==> config.mk <==
export PLATFORM = sky130hd
export DESIGN_NAME = serial_speed_command_parser_flat
export DESIGN_NICKNAME = d
export VERILOG_FILES = /design/src/rtl/ssc_pkg.sv /design/src/rtl/ssc_rx_if.sv /design/src/rtl/ssc_res_if.sv /design/src/rtl/ssc_sequencer.sv /design/src/rtl/ssc_datapath.sv /design/src/rtl/serial_speed_command_parser.sv /design/src/flat_wrapper.sv
export SDC_FILE = /design/constraint.sdc
export NUM_CORES = 1
export LEC_CHECK = 0
export BUFFER_PORTS_ARGS = -buffer_cell sky130_fd_sc_hd__buf_4
export CAP_MARGIN = 20
export CORE_MARGIN = 3
export CORE_UTILIZATION = 34
export CTS_BUF_LIST = sky130_fd_sc_hd__clkbuf_4
export CTS_CLUSTER_SIZE = 24
export DETAILED_ROUTE_END_ITERATION = 10
export PLACE_DENSITY_LB_ADDON = 0.25
export SYNTH_ARGS = -nofsm -noshare
export SYNTH_HDL_FRONTEND = slang
export SYNTH_HIERARCHICAL = 1
export SYNTH_SLANG_ARGS = --single-unit
==> constraint.sdc <==
create_clock -name clk -period 7.58 [get_ports clk]
set_input_delay 1.516 -clock clk [delete_from_list [all_inputs] [get_ports clk]]
set_output_delay 1.516 -clock clk [all_outputs]
set_load 0.02 [all_outputs]
==> src/rtl/ssc_pkg.sv <==
// ----------------------------------------------------------------------------
// Serial speed command parser package
// Shared sizes, configuration codes, control and status words and the
// microprogram that steps the parser datapath.
// ----------------------------------------------------------------------------
package ssc_pkg;

	localparam int BUFFER_DEPTH = 8;
	localparam int CNT_W        = $clog2(BUFFER_DEPTH);

	localparam int BYTE_W   = 8;
	localparam int CFG_W    = 16;
	localparam int CFG_IDX_W = 1;
	localparam int LGAIN_W  = 8;
	localparam int RGAIN_W  = 16;
	localparam int MAG_W    = 14;
	localparam int SPEED_W  = 13;

	typedef enum logic [CFG_IDX_W-1:0] {
		REG_LEFT_GAIN  = 1'b0,
		REG_RIGHT_GAIN = 1'b1
	} cfg_reg_t;

	typedef enum logic [3:0] {
		ST_IDLE     = 4'd0,
		ST_DISPATCH = 4'd1,
		ST_STORE    = 4'd2,
		ST_CHECK    = 4'd3,
		ST_CMD_A    = 4'd4,
		ST_CMD_LR   = 4'd5,
		ST_FOLD     = 4'd6,
		ST_OFFSET   = 4'd7,
		ST_SCALE    = 4'd8,
		ST_PRESET   = 4'd9,
		ST_EMIT     = 4'd10
	} step_t;

	typedef enum logic [2:0] {
		C_ALWAYS    = 3'd0,
		C_BEAT      = 3'd1,
		C_HASH      = 3'd2,
		C_CNT_ZERO  = 3'd3,
		C_IS_A      = 3'd4,
		C_IS_LR     = 3'd5,
		C_FOLD_DONE = 3'd6,
		C_OUT_BUSY  = 3'd7
	} cond_t;

	typedef struct packed {
		logic  accept;
		logic  store;
		logic  clr_fold;
		logic  fold;
		logic  offset;
		logic  scale;
		logic  preset;
		logic  emit;
		cond_t cond;
		step_t t_true;
		step_t t_false;
	} ctl_word_t;

	typedef struct packed {
		logic beat;
		logic is_hash;
		logic cnt_zero;
		logic is_a;
		logic is_lr;
		logic fold_done;
		logic out_busy;
	} dp_status_t;

	function automatic ctl_word_t ucode(input step_t step);
		ctl_word_t w;
		w = '0;
		w.cond    = C_ALWAYS;
		w.t_true  = ST_IDLE;
		w.t_false = ST_IDLE;
		unique case (step)
			ST_IDLE: begin
				w.accept = 1'b1;
				w.cond = C_BEAT; w.t_true = ST_DISPATCH; w.t_false = ST_IDLE;
			end
			ST_DISPATCH: begin
				w.cond = C_HASH; w.t_true = ST_CHECK; w.t_false = ST_STORE;
			end
			ST_STORE: begin
				w.store = 1'b1;
				w.t_true = ST_IDLE;
			end
			ST_CHECK: begin
				w.clr_fold = 1'b1;
				w.cond = C_CNT_ZERO; w.t_true = ST_EMIT; w.t_false = ST_CMD_A;
			end
			ST_CMD_A: begin
				w.cond = C_IS_A; w.t_true = ST_PRESET; w.t_false = ST_CMD_LR;
			end
			ST_CMD_LR: begin
				w.cond = C_IS_LR; w.t_true = ST_FOLD; w.t_false = ST_EMIT;
			end
			ST_FOLD: begin
				w.fold = 1'b1;
				w.cond = C_FOLD_DONE; w.t_true = ST_OFFSET; w.t_false = ST_FOLD;
			end
			ST_OFFSET: begin
				w.offset = 1'b1;
				w.t_true = ST_SCALE;
			end
			ST_SCALE: begin
				w.scale = 1'b1;
				w.t_true = ST_EMIT;
			end
			ST_PRESET: begin
				w.preset = 1'b1;
				w.t_true = ST_EMIT;
			end
			ST_EMIT: begin
				w.emit = 1'b1;
				w.cond = C_OUT_BUSY; w.t_true = ST_EMIT; w.t_false = ST_IDLE;
			end
			default: begin
				w.t_true = ST_IDLE;
			end
		endcase
		return w;
	endfunction

endpackage

==> src/rtl/ssc_rx_if.sv <==
// ----------------------------------------------------------------------------
// Received byte channel
// Valid/ready channel that carries one received ASCII byte per beat.
// ----------------------------------------------------------------------------
interface ssc_rx_if;
	logic                       valid;
	logic                       ready;
	logic [ssc_pkg::BYTE_W-1:0] rx_byte;

	modport source (output valid, output rx_byte, input ready);
	modport sink (input valid, input rx_byte, output ready);
endinterface

==> src/rtl/ssc_res_if.sv <==
// ----------------------------------------------------------------------------
// Motor target channel
// Valid/ready channel that carries both directions and speeds per beat.
// ----------------------------------------------------------------------------
interface ssc_res_if;
	logic                        valid;
	logic                        ready;
	logic                        left_forward;
	logic                        right_forward;
	logic [ssc_pkg::SPEED_W-1:0] left_target;
	logic [ssc_pkg::SPEED_W-1:0] right_target;

	modport source (output valid, output left_forward, output right_forward,
		output left_target, output right_target, input ready);
	modport sink (input valid, input left_forward, input right_forward,
		input left_target, input right_target, output ready);
endinterface

==> src/rtl/ssc_sequencer.sv <==
// ----------------------------------------------------------------------------
// Parser sequencer
// Step counter that reads the microprogram and takes conditional jumps on
// the datapath status.
// ----------------------------------------------------------------------------
module ssc_sequencer (
	input  logic                clk,
	input  logic                arst_n,
	input  ssc_pkg::dp_status_t stat,
	output ssc_pkg::ctl_word_t  ctl
);

	ssc_pkg::step_t step_q;
	logic           hit;

	assign ctl = ssc_pkg::ucode(step_q);

	always_comb begin
		unique case (ctl.cond)
			ssc_pkg::C_ALWAYS:    hit = 1'b1;
			ssc_pkg::C_BEAT:      hit = stat.beat;
			ssc_pkg::C_HASH:      hit = stat.is_hash;
			ssc_pkg::C_CNT_ZERO:  hit = stat.cnt_zero;
			ssc_pkg::C_IS_A:      hit = stat.is_a;
			ssc_pkg::C_IS_LR:     hit = stat.is_lr;
			ssc_pkg::C_FOLD_DONE: hit = stat.fold_done;
			ssc_pkg::C_OUT_BUSY:  hit = stat.out_busy;
			default:              hit = 1'b1;
		endcase
	end

	always_ff @(posedge clk or negedge arst_n) begin
		if (!arst_n) begin
			step_q <= ssc_pkg::ST_IDLE;
		end else begin
			step_q <= hit ? ctl.t_true : ctl.t_false;
		end
	end

	a_beat_only_idle: assert property (@(posedge clk) disable iff (!arst_n)
		stat.beat |-> step_q == ssc_pkg::ST_IDLE)
		else $error("input beat taken outside the idle step");

	a_beat_dispatch: assert property (@(posedge clk) disable iff (!arst_n)
		stat.beat |=> step_q == ssc_pkg::ST_DISPATCH)
		else $error("input beat not followed by dispatch");

	a_scale_emit: assert property (@(posedge clk) disable iff (!arst_n)
		step_q == ssc_pkg::ST_SCALE |=> step_q == ssc_pkg::ST_EMIT)
		else $error("scale step not followed by emit");

endmodule

==> src/rtl/ssc_datapath.sv <==
// ----------------------------------------------------------------------------
// Parser datapath
// Character buffer, decimal fold, offset and gain scaling, motor state and
// the output register, all driven by the sequencer's control word.
// ----------------------------------------------------------------------------
module ssc_datapath (
	input  logic                            clk,
	input  logic                            arst_n,
	input  ssc_pkg::ctl_word_t              ctl,
	output ssc_pkg::dp_status_t             stat,
	input  logic                            cfg_we,
	input  logic [ssc_pkg::CFG_IDX_W-1:0]   cfg_index,
	input  logic [ssc_pkg::CFG_W-1:0]       cfg_data,
	ssc_rx_if.sink                          rx,
	ssc_res_if.source                       res
);

	localparam int CNT_W  = ssc_pkg::CNT_W;
	localparam int MAG_W  = ssc_pkg::MAG_W;
	localparam int ACC_W  = 10;
	localparam int VAL_W  = 7;
	localparam int OFF_W  = 6;
	localparam int SUM_W  = 14;
	localparam int RPROD_W = OFF_W + ssc_pkg::RGAIN_W;
	localparam int RECIP_W = 18;
	localparam int SPROD_W = MAG_W + RECIP_W;
	localparam int SPEED_SHIFT = 19;

	localparam logic [CNT_W-1:0] CNT_LAST = CNT_W'(ssc_pkg::BUFFER_DEPTH - 1);
	localparam logic [CNT_W-1:0] CNT_TWO  = CNT_W'(2);

	localparam logic [7:0] CH_HASH  = 8'h23;
	localparam logic [7:0] CH_PLUS  = 8'h2B;
	localparam logic [7:0] CH_MINUS = 8'h2D;
	localparam logic [7:0] CH_ZERO  = 8'h30;
	localparam logic [7:0] CH_NINE  = 8'h39;
	localparam logic [7:0] CH_A     = 8'h41;
	localparam logic [7:0] CH_L     = 8'h4C;
	localparam logic [7:0] CH_R     = 8'h52;

	localparam logic [3:0] DIG_OTHER = 4'd10;
	localparam logic [3:0] DIG_PLUS  = 4'd11;
	localparam logic [3:0] DIG_MINUS = 4'd12;

	localparam logic [ACC_W-1:0] ACC_MAX  = ACC_W'(1000);
	localparam logic [VAL_W-1:0] VAL_MAX  = VAL_W'(99);
	localparam logic [VAL_W-1:0] VAL_MIN  = VAL_W'(1);
	localparam logic [VAL_W-1:0] VAL_MID  = VAL_W'(50);
	localparam logic [MAG_W-1:0] L_PRESET = MAG_W'(999);
	localparam logic [MAG_W-1:0] R_PRESET = MAG_W'(250);

	// floor(m * 5 / 12) == (m * 218455) >> 19 for every 14-bit m.
	localparam logic [RECIP_W-1:0] SPEED_RECIP = RECIP_W'(218455);

	function automatic logic [3:0] digit_of(input logic [7:0] c);
		if (c >= CH_ZERO && c <= CH_NINE) return c[3:0];
		else if (c == CH_PLUS) return DIG_PLUS;
		else if (c == CH_MINUS) return DIG_MINUS;
		else return DIG_OTHER;
	endfunction

	logic [7:0]                     buf_q [ssc_pkg::BUFFER_DEPTH];
	logic [7:0]                     rx_q;
	logic [7:0]                     cmd_q;
	logic [7:0]                     prev_q;
	logic [CNT_W-1:0]               cnt_q;
	logic [CNT_W-1:0]               idx_q;
	logic [ACC_W-1:0]               acc_q;
	logic                           rev_q;
	logic [OFF_W-1:0]               off_q;
	logic                           lrev_q;
	logic                           rrev_q;
	logic [MAG_W-1:0]               lmag_q;
	logic [MAG_W-1:0]               rmag_q;
	logic [ssc_pkg::LGAIN_W-1:0]    lgain_q;
	logic [ssc_pkg::RGAIN_W-1:0]    rgain_q;
	logic                           out_valid_q;
	logic                           lfwd_q;
	logic                           rfwd_q;
	logic [ssc_pkg::SPEED_W-1:0]    lspeed_q;
	logic [ssc_pkg::SPEED_W-1:0]    rspeed_q;

	logic                           beat;
	logic                           fold_fire;
	logic                           emit_fire;
	logic                           zero_pre;
	logic [SUM_W-1:0]               fold_sum;
	logic [VAL_W-1:0]               val;
	logic [MAG_W-1:0]               lprod;
	logic [RPROD_W-1:0]             rprod;
	logic [SPROD_W-1:0]             lsprod;
	logic [SPROD_W-1:0]             rsprod;

	assign beat      = rx.valid && ctl.accept;
	assign rx.ready  = ctl.accept;

	assign stat.beat      = beat;
	assign stat.is_hash   = (rx_q == CH_HASH);
	assign stat.cnt_zero  = (cnt_q == '0);
	assign stat.is_a      = (cmd_q == CH_A);
	assign stat.is_lr     = (cmd_q == CH_L) || (cmd_q == CH_R);
	assign stat.fold_done = ({1'b0, idx_q} + (CNT_W+1)'(1)) >= {1'b0, cnt_q};
	assign stat.out_busy  = out_valid_q && !res.ready;

	assign fold_fire = ctl.fold && !stat.fold_done;
	assign emit_fire = ctl.emit && !stat.out_busy;

	assign fold_sum = SUM_W'(acc_q) * SUM_W'(10) + SUM_W'(digit_of(buf_q[idx_q]));

	always_comb begin
		if (acc_q > ACC_W'(VAL_MAX)) val = VAL_MAX;
		else if (acc_q == '0) val = VAL_MIN;
		else val = acc_q[VAL_W-1:0];
	end

	assign zero_pre = (cnt_q >= CNT_TWO) && (prev_q == CH_ZERO);
	assign lprod    = MAG_W'(off_q) * MAG_W'(lgain_q);
	assign rprod    = RPROD_W'(off_q) * RPROD_W'(rgain_q);
	assign lsprod   = SPROD_W'(lmag_q) * SPROD_W'(SPEED_RECIP);
	assign rsprod   = SPROD_W'(rmag_q) * SPROD_W'(SPEED_RECIP);

	always_ff @(posedge clk or negedge arst_n) begin
		if (!arst_n) begin
			for (int i = 0; i < ssc_pkg::BUFFER_DEPTH; i++) begin
				buf_q[i] <= CH_ZERO;
			end
			cnt_q       <= '0;
			lrev_q      <= 1'b0;
			rrev_q      <= 1'b0;
			lmag_q      <= '0;
			rmag_q      <= '0;
			lgain_q     <= ssc_pkg::LGAIN_W'(20);
			rgain_q     <= ssc_pkg::RGAIN_W'(5120);
			out_valid_q <= 1'b0;
		end else begin
			if (cfg_we) begin
				unique case (ssc_pkg::cfg_reg_t'(cfg_index))
					ssc_pkg::REG_LEFT_GAIN:  lgain_q <= cfg_data[ssc_pkg::LGAIN_W-1:0];
					ssc_pkg::REG_RIGHT_GAIN: rgain_q <= cfg_data[ssc_pkg::RGAIN_W-1:0];
					default: ;
				endcase
			end
			if (ctl.store) begin
				buf_q[cnt_q] <= rx_q;
				if (cnt_q != CNT_LAST) begin
					cnt_q <= cnt_q + CNT_W'(1);
				end
			end
			if (ctl.scale) begin
				if (cmd_q == CH_L) begin
					lrev_q <= rev_q;
					lmag_q <= lprod;
				end else begin
					rrev_q <= rev_q;
					rmag_q <= rprod[RPROD_W-1 -: MAG_W];
				end
			end
			if (ctl.preset) begin
				lrev_q <= 1'b0;
				rrev_q <= 1'b0;
				lmag_q <= zero_pre ? '0 : L_PRESET;
				rmag_q <= zero_pre ? '0 : R_PRESET;
			end
			if (emit_fire) begin
				cnt_q       <= '0;
				out_valid_q <= 1'b1;
			end else if (res.ready) begin
				out_valid_q <= 1'b0;
			end
		end
	end

	always_ff @(posedge clk) begin
		if (beat) begin
			rx_q <= rx.rx_byte;
		end
		if (ctl.store && cnt_q != CNT_LAST) begin
			prev_q <= cmd_q;
			cmd_q  <= rx_q;
		end
		if (ctl.clr_fold) begin
			acc_q <= '0;
			idx_q <= '0;
		end else if (fold_fire) begin
			acc_q <= (fold_sum > SUM_W'(ACC_MAX)) ? ACC_MAX : fold_sum[ACC_W-1:0];
			idx_q <= idx_q + CNT_W'(1);
		end
		if (ctl.offset) begin
			rev_q <= (val < VAL_MID);
			off_q <= (val < VAL_MID) ? OFF_W'(VAL_MID - val) : OFF_W'(val - VAL_MID);
		end
		if (emit_fire) begin
			lfwd_q   <= !lrev_q;
			rfwd_q   <= !rrev_q;
			lspeed_q <= lsprod[SPEED_SHIFT +: ssc_pkg::SPEED_W];
			rspeed_q <= rsprod[SPEED_SHIFT +: ssc_pkg::SPEED_W];
		end
	end

	assign res.valid         = out_valid_q;
	assign res.left_forward  = lfwd_q;
	assign res.right_forward = rfwd_q;
	assign res.left_target   = lspeed_q;
	assign res.right_target  = rspeed_q;

	a_cnt_bound: assert property (@(posedge clk) disable iff (!arst_n)
		cnt_q <= CNT_LAST)
		else $error("character count beyond the last buffer slot");

	a_emit_result: assert property (@(posedge clk) disable iff (!arst_n)
		emit_fire |=> out_valid_q && cnt_q == '0)
		else $error("emit did not present a beat and clear the count");

	a_fold_sat: assert property (@(posedge clk) disable iff (!arst_n)
		ctl.offset |-> acc_q <= ACC_MAX)
		else $error("folded value above its saturation limit");

endmodule

==> src/rtl/serial_speed_command_parser.sv <==
// ----------------------------------------------------------------------------
// Serial speed command parser
// Gathers received bytes into commands ended by '#' and presents the left
// and right motor directions and target speeds after each command.
// ----------------------------------------------------------------------------
// The rx channel takes one ASCII byte per beat; the res channel gives one beat
// with both directions and speeds for every '#' byte, and nothing for other
// bytes. The user must set the gains through the write port only while the
// block is idle; the block itself does not enforce this. A stored byte passes
// the dispatch and store steps before the block takes the next byte. A '#'
// beat passes dispatch and the checks to emit, through preset for 'A' or the
// fold, offset and scale steps for 'L' or 'R' with n value characters (at
// most 6); the fold step consumes one buffered character per cycle. Reset
// loads the default gains, clears the count and both stored motor magnitudes.
// While a result waits on res, the block keeps accepting ordinary bytes; a
// further '#' holds in its emit step until the waiting beat is taken.
// ----------------------------------------------------------------------------
module serial_speed_command_parser (
	input  logic                          clk,
	input  logic                          arst_n,
	ssc_rx_if.sink                        rx,
	ssc_res_if.source                     res,
	input  logic                          cfg_we,
	input  logic [ssc_pkg::CFG_IDX_W-1:0] cfg_index,
	input  logic [ssc_pkg::CFG_W-1:0]     cfg_data
);

	ssc_pkg::ctl_word_t  ctl;
	ssc_pkg::dp_status_t stat;

	ssc_sequencer u_seq (
		.clk    (clk),
		.arst_n (arst_n),
		.stat   (stat),
		.ctl    (ctl)
	);

	ssc_datapath u_dp (
		.clk       (clk),
		.arst_n    (arst_n),
		.ctl       (ctl),
		.stat      (stat),
		.cfg_we    (cfg_we),
		.cfg_index (cfg_index),
		.cfg_data  (cfg_data),
		.rx        (rx),
		.res       (res)
	);

endmodule
==> src/flat_wrapper.sv <==
// flat-port wrapper written by rule: the top's interface ports become plain ports
module serial_speed_command_parser_flat 
  (clk, arst_n, cfg_we, cfg_index, cfg_data, rx_valid, rx_rx_byte, rx_ready, res_valid, res_left_forward, res_right_forward, res_left_target, res_right_target, res_ready);
  ssc_rx_if rx_i ();
  ssc_res_if res_i ();
  input  logic clk;
  input  logic arst_n;
  input  logic cfg_we;
  input  logic [ssc_pkg::CFG_IDX_W-1:0] cfg_index;
  input  logic [ssc_pkg::CFG_W-1:0] cfg_data;
  input wire logic [$bits(rx_i.valid)-1:0] rx_valid;
  input wire logic [$bits(rx_i.rx_byte)-1:0] rx_rx_byte;
  output wire logic [$bits(rx_i.ready)-1:0] rx_ready;
  output wire logic [$bits(res_i.valid)-1:0] res_valid;
  output wire logic [$bits(res_i.left_forward)-1:0] res_left_forward;
  output wire logic [$bits(res_i.right_forward)-1:0] res_right_forward;
  output wire logic [$bits(res_i.left_target)-1:0] res_left_target;
  output wire logic [$bits(res_i.right_target)-1:0] res_right_target;
  input wire logic [$bits(res_i.ready)-1:0] res_ready;
  assign rx_i.valid = rx_valid;
  assign rx_i.rx_byte = rx_rx_byte;
  assign rx_ready = rx_i.ready;
  assign res_valid = res_i.valid;
  assign res_left_forward = res_i.left_forward;
  assign res_right_forward = res_i.right_forward;
  assign res_left_target = res_i.left_target;
  assign res_right_target = res_i.right_target;
  assign res_i.ready = res_ready;
  serial_speed_command_parser u_core (.clk(clk), .arst_n(arst_n), .rx(rx_i), .res(res_i), .cfg_we(cfg_we), .cfg_index(cfg_index), .cfg_data(cfg_data));
endmodule
==> impl_metrics.env, run 1 <==
export IMPL_antenna_left=0
export IMPL_grt_pass1_wl_mm=74.8
export IMPL_worstPathArrival_ns=6.60
export IMPL_r2r_end="u_core/u_dp/res.left_target[12]"
export IMPL_critPathLaunchType="register"
export IMPL_fin_hold_ws_ns=0.457
export IMPL_wire_per_inst_um=15.5
export IMPL_path_class="register to register"
export IMPL_crit_end="u_core/u_dp/res.left_target[12]"
export IMPL_drcViolationCount=0
export IMPL_grt_pass1_vias=14542
export IMPL_hold_viol_final=0
export IMPL_r2r_slack_ns=1.49
export IMPL_cp_data_required_time_ns=8.09
export IMPL_drtIter0Drc=711
export IMPL_regArea_um2=5210
export IMPL_portBuffers=59
export IMPL_yosys_warnings=6
export IMPL_cp_end_kind="register"
export IMPL_vias_per_cell=4.81
export IMPL_status="completed"
export IMPL_postCtsSetupBuffers=0
export IMPL_cts_repair_resized=0
export IMPL_h_tree_depth=4
export IMPL_firstDrtPassIters=5
export IMPL_io_pins=60
export IMPL_clockBufferDepth=2
export IMPL_instances_no_fill=2870
export IMPL_dieArea_um2=65100
export IMPL_place_gp_congestion=0.822
export IMPL_num_vias=13791
export IMPL_drv_cap=0
export IMPL_slew_viol_final=0
export IMPL_start_util_pct=34.7
export IMPL_setup_tns_ns=0
export IMPL_synth_nets=2573
export IMPL_syn_inst=1986
export IMPL_min_period_over_period_pct=80.4
export IMPL_cp_max_fo=6
export IMPL_layout_drive_gt1_share_pct=11.8
export IMPL_syn_area_per_cell_um2=10.6
export IMPL_clk_latency_ns=0.73
export IMPL_ctsHoldBuffers=0
export IMPL_dp_cells=2836
export IMPL_grt_max_degree=73
export IMPL_r2r_start="u_core/u_dp/lmag_q[12]"
export IMPL_r2r_cells=19
export IMPL_nFillCells=6046
export IMPL_cts_inserted_buffers=17
export IMPL_slew_headroom_pct=28.3
export IMPL_period_needed_ns=6.09
export IMPL_clk_pin_slew_ns=0.21
export IMPL_fin_nets=2614
export IMPL_dp_hpwl_mm=36.2
export IMPL_tightest_slew_ns=1.07
export IMPL_max_freq_mhz=164
export IMPL_cts_root_buf="clkbuf_4"
export IMPL_syn_to_final_growth_pct=7.84
export IMPL_grt_overflow=0
export IMPL_fp_dieW_um=255
export IMPL_cts_tree="yes"
export IMPL_rsz0062_at_grt="false"
export IMPL_multi_input_area_um2=14300
export IMPL_die_h_um=255
export IMPL_skew_ns=0.0583
export IMPL_wl_mm=44.6
export IMPL_grt_usage_pct=14.5
export IMPL_syn_area_um2=21100
export IMPL_rows=90
export IMPL_cts_sinks=198
export IMPL_antenna_found_initial=2
export IMPL_core_region_area_um2=60900
export IMPL_setup_violations=0
export IMPL_min_path_type="register to register"
export IMPL_crit_start="u_core/u_dp/lmag_q[12]"
[metal layers]
metal,track usage (%),vias to the layer above,part of all wire [%]
li1,-,6691,-
met1,19.6,6915,48
met2,24.4,149,48
met3,2.31,36,2.7
met4,3.75,0,1.4
met5,0,-,0
[sequential cells by signal (all words and copies together) (netlist names)]
| signal | count |
|---|---|
| u_core/u_dp/prev_q | 8 |
| u_core/u_dp/acc_q | 10 |
| u_core/u_dp/off_q | 6 |
| u_core/u_dp/res.right_target | 13 |
| u_core/u_dp/rgain_q | 16 |
| u_core/u_dp/cmd_q | 8 |
| u_core/u_dp/res.left_target | 13 |
| u_core/u_dp/rx_q | 8 |
| u_core/u_seq/step_q | 4 |
| u_core/u_dp/lrev_q | 1 |
| u_core/u_dp/buf_q | 64 |
| u_core/u_dp/rmag_q | 14 |
| u_core/u_dp/idx_q | 3 |
| u_core/u_dp/lgain_q | 8 |
| u_core/u_dp/cnt_q | 3 |
| u_core/u_dp/rev_q | 1 |
| u_core/u_dp/res.right_forward | 1 |
| u_core/u_dp/rrev_q | 1 |
| u_core/u_dp/lmag_q | 14 |
| u_core/u_dp/res.left_forward | 1 |
| u_core/u_dp/res.valid | 1 |
[cells in the final DEF (no fill, tap or decap), types with 18 or more instances in the layout]
cell	instances
a21o_1	20
ha_1	318
dfrtp_1	106
inv_1	371
nor2_1	73
o21ai_0	35
xnor2_1	38
mux2_2	90
dfstp_2	20
and2_1	32
nor3_1	30
nand2_1	163
buf_4	68
xor2_1	28
a21oi_1	62
edfxtp_1	59
fa_1	239
clkbuf_4	18
[how the worst min path moves through the flow]
stage,start,endpoint,slack [ns],cells past startpoint
floorplan,u_core/u_dp/cmd_q[6],u_core/u_dp/prev_q[6],0.42,0
global placement,u_core/u_dp/cmd_q[6],u_core/u_dp/prev_q[6],0.43,0
detailed placement,u_core/u_dp/cmd_q[6],u_core/u_dp/prev_q[6],0.43,0
CTS,u_core/u_dp/cmd_q[0],u_core/u_dp/prev_q[0],0.46,0
global route,u_core/u_dp/cmd_q[6],u_core/u_dp/prev_q[6],0.49,0
finish,u_core/u_dp/cmd_q[5],u_core/u_dp/prev_q[5],0.46,0
[per-stage QoR]
step | setup WS (ns) | cell area [µm²] | util, %
global placement | 1.55 | 22500 | 36.9
floorplan | 1.86 | 21100 | -
detailed placement | 1.46 | 22500 | 36.9
CTS | 1.41 | 22800 | 37.4
global route | 1.11 | 22800 | 37.4
finish | 1.49 | 22800 | 37.4
[area by class of cell]
cell class                 instances  area share (%)
antenna                            2          0.0220
clock buffer                      18           0.593
clock inverter                    14           0.764
inverter                         371            6.11
multi-input combinational       1371            62.8
sequential                       198            22.9
tap                              828            4.55
timing repair buffer              68            2.24
[worst max-delay path, stage by stage, from the launching register on]
cell and delay (ns):
dfrtp_1 0.52, fa_1 0.54, inv_1 0.05, fa_1 0.49
inv_1 0.05, fa_1 0.48, fa_1 0.55, inv_1 0.05
fa_1 0.53, inv_1 0.05, ha_1 0.29, ha_1 0.32
and4_1 0.21, a21oi_1 0.12, a21oi_1 0.07, or3_1 0.43
a221o_1 0.45, a211oi_1 0.38, o21bai_1 0.12, xnor2_1 0.13
Power of run 1 is not shown: default switching activity piles up to over one toggle a cycle in this logic, so the estimate is an artifact.
==> run 2, diff against run 1 <==
clock period = 5.8 ns   (was 7.58 ns; I/O delays follow)
==> impl_metrics.env, run 2 (synthesis results as in run 1) <==
export IMPL_status="completed"
export IMPL_fp_dieW_um=255
export IMPL_grt_usage_pct=14.8
export IMPL_met2_usage_pct=25.0
export IMPL_grt_max_degree=66
export IMPL_portBuffers=59
export IMPL_fin_ws_ns=0.105
export IMPL_wire_per_inst_um=15.5
export IMPL_syn_to_final_growth_pct=10.2
export IMPL_nFillCells=6020
export IMPL_hold_viol_final=0
export IMPL_fin_nets=2657
export IMPL_grt_pass1_wl_mm=76.6
export IMPL_drv_cap=0
export IMPL_dp_hpwl_mm=36.8
export IMPL_cts_tree="yes"
export IMPL_instances_no_fill=2914
export IMPL_dp_cells=2876
export IMPL_min_path_type="register to register"
export IMPL_met3_usage_pct=2.37
export IMPL_cp_max_fo=4
export IMPL_dieArea_um2=65100
export IMPL_mostFrequentLayoutCells="367 x inv_1, 314 x ha_1, 234 x fa_1"
export IMPL_layout_commonest_cell="inv_1"
export IMPL_met1_usage_pct=19.8
export IMPL_firstDrtPassIters=5
export IMPL_die_h_um=255
export IMPL_regMostFlops="u_core/u_dp/buf_q"
export IMPL_tightest_slew_ns=1.05
export IMPL_grt_pass1_vias=14863
export IMPL_slew_viol_final=0
export IMPL_layout_drive_gt1_share_pct=15.2
export IMPL_antenna_found_initial=2
export IMPL_antenna_left=0
export IMPL_h_tree_depth=4
export IMPL_cts_inserted_buffers=17
export IMPL_cp_end_kind="register"
export IMPL_grt_overflow=0
export IMPL_drcViolationCount=0
export IMPL_setup_violations=0
export IMPL_start_util_pct=34.7
export IMPL_cts_root_buf="clkbuf_4"
export IMPL_clk_latency_ns=0.72
export IMPL_vias_per_cell=4.80
export IMPL_num_vias=13987
export IMPL_min_period_over_period_pct=98.2
export IMPL_rsz0062_at_grt="true"
export IMPL_core_region_area_um2=60900
export IMPL_io_pins=60
export IMPL_pre_cts_ws_ns=-0.157
export IMPL_wl_mm=45.2
export IMPL_path_class="register to register"
export IMPL_cts_sinks=198
export IMPL_slew_headroom_pct=29.7
export IMPL_skew_ns=0.0473
export IMPL_setup_tns_ns=0
export IMPL_cp_data_required_time_ns=6.39
export IMPL_worstPathArrival_ns=6.29
export IMPL_place_gp_congestion=0.811
export IMPL_critPathLaunchType="register"
export IMPL_reg_top3="u_core/u_dp/buf_q (64), u_core/u_dp/rgain_q (16)"
export IMPL_busiest_layer="met2"
export IMPL_max_freq_mhz=176
export IMPL_clk_pin_slew_ns=0.20
export IMPL_drtIter0Drc=638
export IMPL_period_needed_ns=5.69
export IMPL_clockBufferDepth=2
export IMPL_largest_register_ffs=64
export IMPL_rows=90
[run 2: cell types whose count changed in the layout (fill, tap and decap cells not counted), moves of 4 or more]
cell | previous run | this run
fa_1 | 239 | 234
fa_2 | 0 | 5
inv_1 | 371 | 367
buf_4 | 68 | 109
ha_4 | 0 | 4
inv_2 | 0 | 4
ha_1 | 318 | 314
[run 2: final cells by class]
class,instances,area (µm²),share of cell area (%)
Multi-Input combinational cell,1371,14500,62.2
Timing Repair Buffer,111,841,3.61
Clock buffer,18,135,0.581
Sequential cell,198,5210,22.4
Inverter,371,1390,5.99
Clock inverter,14,173,0.742
Tap cell,828,1040,4.45
Antenna cell,3,7.51,0.0323
[run 2: final timing paths]
check	startpoint	to	slack, ns	cells past startpoint
max reg2reg	u_core/u_dp/lmag_q[11]	u_core/u_dp/res.left_target[9]	0.11	19
max	u_core/u_dp/lmag_q[11]	u_core/u_dp/res.left_target[9]	0.11	19
min in group asynchronous	arst_n	u_core/u_dp/rgain_q[13]	0.52	1
max in group asynchronous	arst_n	u_core/u_seq/step_q[1]	3.93	2
min	u_core/u_dp/cmd_q[6]	u_core/u_dp/prev_q[6]	0.48	0
min reg2reg	u_core/u_dp/cmd_q[6]	u_core/u_dp/prev_q[6]	0.48	0
[run 2: through the flow]
step / util, % / hold WS, ns / instance area [µm²]
after global placement: 37.4 / 0.426 / 22800
after floorplan: - / 0.418 / 21100
after CTS: 38.0 / 0.460 / 23100
final: 38.2 / 0.478 / 23300
after detailed placement: 37.4 / 0.435 / 22800
after global routing: 38.2 / 0.490 / 23300
[run 2: routing by layer]
layer / up-vias / share of wire [%]
met3: 42 / 2.9
met5: - / 0
li1: 6782 / -
met4: 0 / 1.8
met1: 7006 / 47
met2: 157 / 49
[run 2: repair_timing]
item | CTS | global route
pin swaps | 15 | 27
hold buffers | 0 | 0
buffers inserted | 1 | 2
endpoints found under the setup margin | 6 | 13
gates resized for setup | 8 | 31
[run 2: worst max-delay path, stage by stage, from the launching register on]
cell and delay (ns):
dfrtp_1 0.43, fa_1 0.54, inv_1 0.05, fa_1 0.49, inv_2 0.04, fa_1 0.47, fa_2 0.55, inv_2 0.04
fa_2 0.35, inv_2 0.06, fa_1 0.40, ha_1 0.32, and4_4 0.16, a21oi_2 0.10, a21oi_1 0.07, or3_4 0.38
a221o_1 0.41, a21bo_1 0.22, or4_4 0.41, nand4_1 0.10
Power of run 2 is left out for the same reason.
==> run 3, diff against run 2 <==
CORE_MARGIN = 2   (was 3)
CORE_UTILIZATION = 45   (was 34)
clock period = 5 ns   (was 5.8 ns; I/O delays follow)
==> impl_metrics.env, run 3 (synthesis results as in run 1) <==
export IMPL_status="finished, violations left"
export IMPL_violations="negative setup slack"
export IMPL_setup_violations=26
export IMPL_r2r_slack_ns=-0.67
export IMPL_worstPathArrival_ns=6.21
export IMPL_tightest_slew_ns=1.04
export IMPL_core_region_area_um2=46500
export IMPL_vias_per_cell=5.16
export IMPL_drcViolationCount=0
export IMPL_cts_sinks=198
export IMPL_reg_top3="u_core/u_dp/buf_q (64), u_core/u_dp/rgain_q (16)"
export IMPL_largest_register_ffs=64
export IMPL_skew_ns=0.0516
export IMPL_placed_area_um2=23600
export IMPL_clockBufferDepth=2
export IMPL_hold_viol_final=0
export IMPL_r2r_cells=19
export IMPL_num_vias=14653
export IMPL_cts_tree="yes"
export IMPL_regMostFlops="u_core/u_dp/buf_q"
export IMPL_slew_viol_final=0
export IMPL_dp_hpwl_mm=37.0
export IMPL_mostFrequentLayoutCells="361 x inv_1, 302 x ha_1, 245 x buf_4"
export IMPL_wl_mm=45.0
export IMPL_place_gp_congestion=0.853
export IMPL_die_h_um=221
export IMPL_min_path_type="primary input to asynchronous set/reset pin"
export IMPL_io_pins=60
export IMPL_drtIter0Drc=786
export IMPL_ctsHoldBuffers=0
export IMPL_cts_root_buf="clkbuf_4"
export IMPL_portBuffers=59
export IMPL_cts_inserted_buffers=17
export IMPL_antenna_left=0
export IMPL_path_class="register to register"
export IMPL_fin_ws_ns=-0.666
export IMPL_layout_commonest_cell="inv_1"
export IMPL_rsz0062_at_grt="true"
export IMPL_min_period_over_period_pct=113
export IMPL_grt_pass1_wl_mm=76.3
export IMPL_fin_nets=2806
export IMPL_layout_drive_gt1_share_pct=23.3
export IMPL_r2r_end="u_core/u_dp/res.left_target[9]"
export IMPL_antenna_found_initial=2
export IMPL_fin_hold_ws_ns=0.265
export IMPL_cp_data_required_time_ns=5.55
export IMPL_max_freq_mhz=176
export IMPL_syn_to_final_growth_pct=16.0
export IMPL_wire_per_inst_um=15.8
export IMPL_grt_pass1_vias=15543
export IMPL_setup_tns_ns=-10.12
export IMPL_pre_cts_ws_ns=-0.838
export IMPL_fp_dieW_um=221
export IMPL_clk_latency_ns=0.69
export IMPL_clk_pin_slew_ns=0.21
export IMPL_period_needed_ns=5.67
export IMPL_grt_max_degree=52
export IMPL_firstDrtPassIters=5
export IMPL_slew_headroom_pct=30.0
export IMPL_cp_end_kind="register"
export IMPL_r2r_start="u_core/u_dp/lmag_q[13]"
export IMPL_start_util_pct=45.5
export IMPL_grt_overflow=0
export IMPL_final_area_um2=24500
export IMPL_h_tree_depth=4
export IMPL_dieArea_um2=48700
export IMPL_drv_cap=0
export IMPL_cp_max_fo=4
export IMPL_rows=79
export IMPL_critPathLaunchType="register"
export IMPL_grt_usage_pct=19.7
[run 3: what timing repair did]
action                     CTS  global route
buffers inserted            15             6
setup endpoints to repair   30            39
pin swaps                   38            49
hold endpoints to repair     0             0
gates resized for setup     52            53
[run 3: worst max-delay path: stages (launching register included)]
cell and delay, ns:
dfrtp_1 0.44, fa_1 0.55, inv_2 0.04, fa_1 0.49
inv_1 0.05, fa_2 0.42, fa_1 0.54, inv_2 0.05
fa_2 0.56, inv_2 0.04, ha_4 0.26, ha_4 0.20
and3_1 0.17, o21ai_1 0.16, a21oi_1 0.09, or3_4 0.39
a221o_1 0.40, a21bo_1 0.24, or4_1 0.40, nand4_1 0.08
[run 3: stage by stage]
| stage | utilization [%] | std cells |
|---|---|---|
| 2_1_floorplan | - | 1986 |
| 3_3_place_gp | 50.8 | 2794 |
| 3_5_place_dp | 50.8 | 2794 |
| 4_1_cts | 52.1 | 2838 |
| 5_1_grt | 52.7 | 2842 |
| 6_report | 52.7 | 2842 |
[run 3: worst max path at each step]
stage / from / end / slack [ns] / depth (start not counted)
global placement: u_core/u_dp/lmag_q[13] / u_core/u_dp/res.left_target[12] / -0.73 / 20
detailed placement: u_core/u_dp/lmag_q[12] / u_core/u_dp/res.left_target[10] / -0.84 / 19
global route: u_core/u_dp/lmag_q[13] / u_core/u_dp/res.left_target[9] / -0.90 / 19
finish: u_core/u_dp/lmag_q[13] / u_core/u_dp/res.left_target[9] / -0.67 / 19
floorplan: u_core/u_dp/lmag_q[13] / u_core/u_dp/res.left_target[9] / -0.58 / 19
CTS: u_core/u_dp/lmag_q[12] / u_core/u_dp/res.left_target[9] / -0.71 / 19
[run 3: metal layers]
| layer | vias up | part of all wire (%) | GRT usage [%] |
|---|---|---|---|
| met5 | - | 0 | 0 |
| met4 | 0 | 1.6 | 5.22 |
| met3 | 48 | 2.6 | 2.41 |
| met2 | 210 | 49 | 33.7 |
| met1 | 7312 | 47 | 26.5 |
| li1 | 7083 | - | - |
[run 3: final cells by class]
cell class | count | area [µm²]
fillers | 4139 | 22000
multi-input cells | 1371 | 14800
flip-flops and latches | 198 | 5220
repair buffers | 260 | 2030
inverters | 371 | 1390
well taps | 607 | 759
clock buffers | 19 | 143
clock inverters | 13 | 134
diodes | 3 | 7.51
Power of run 3 is left out for the same reason.
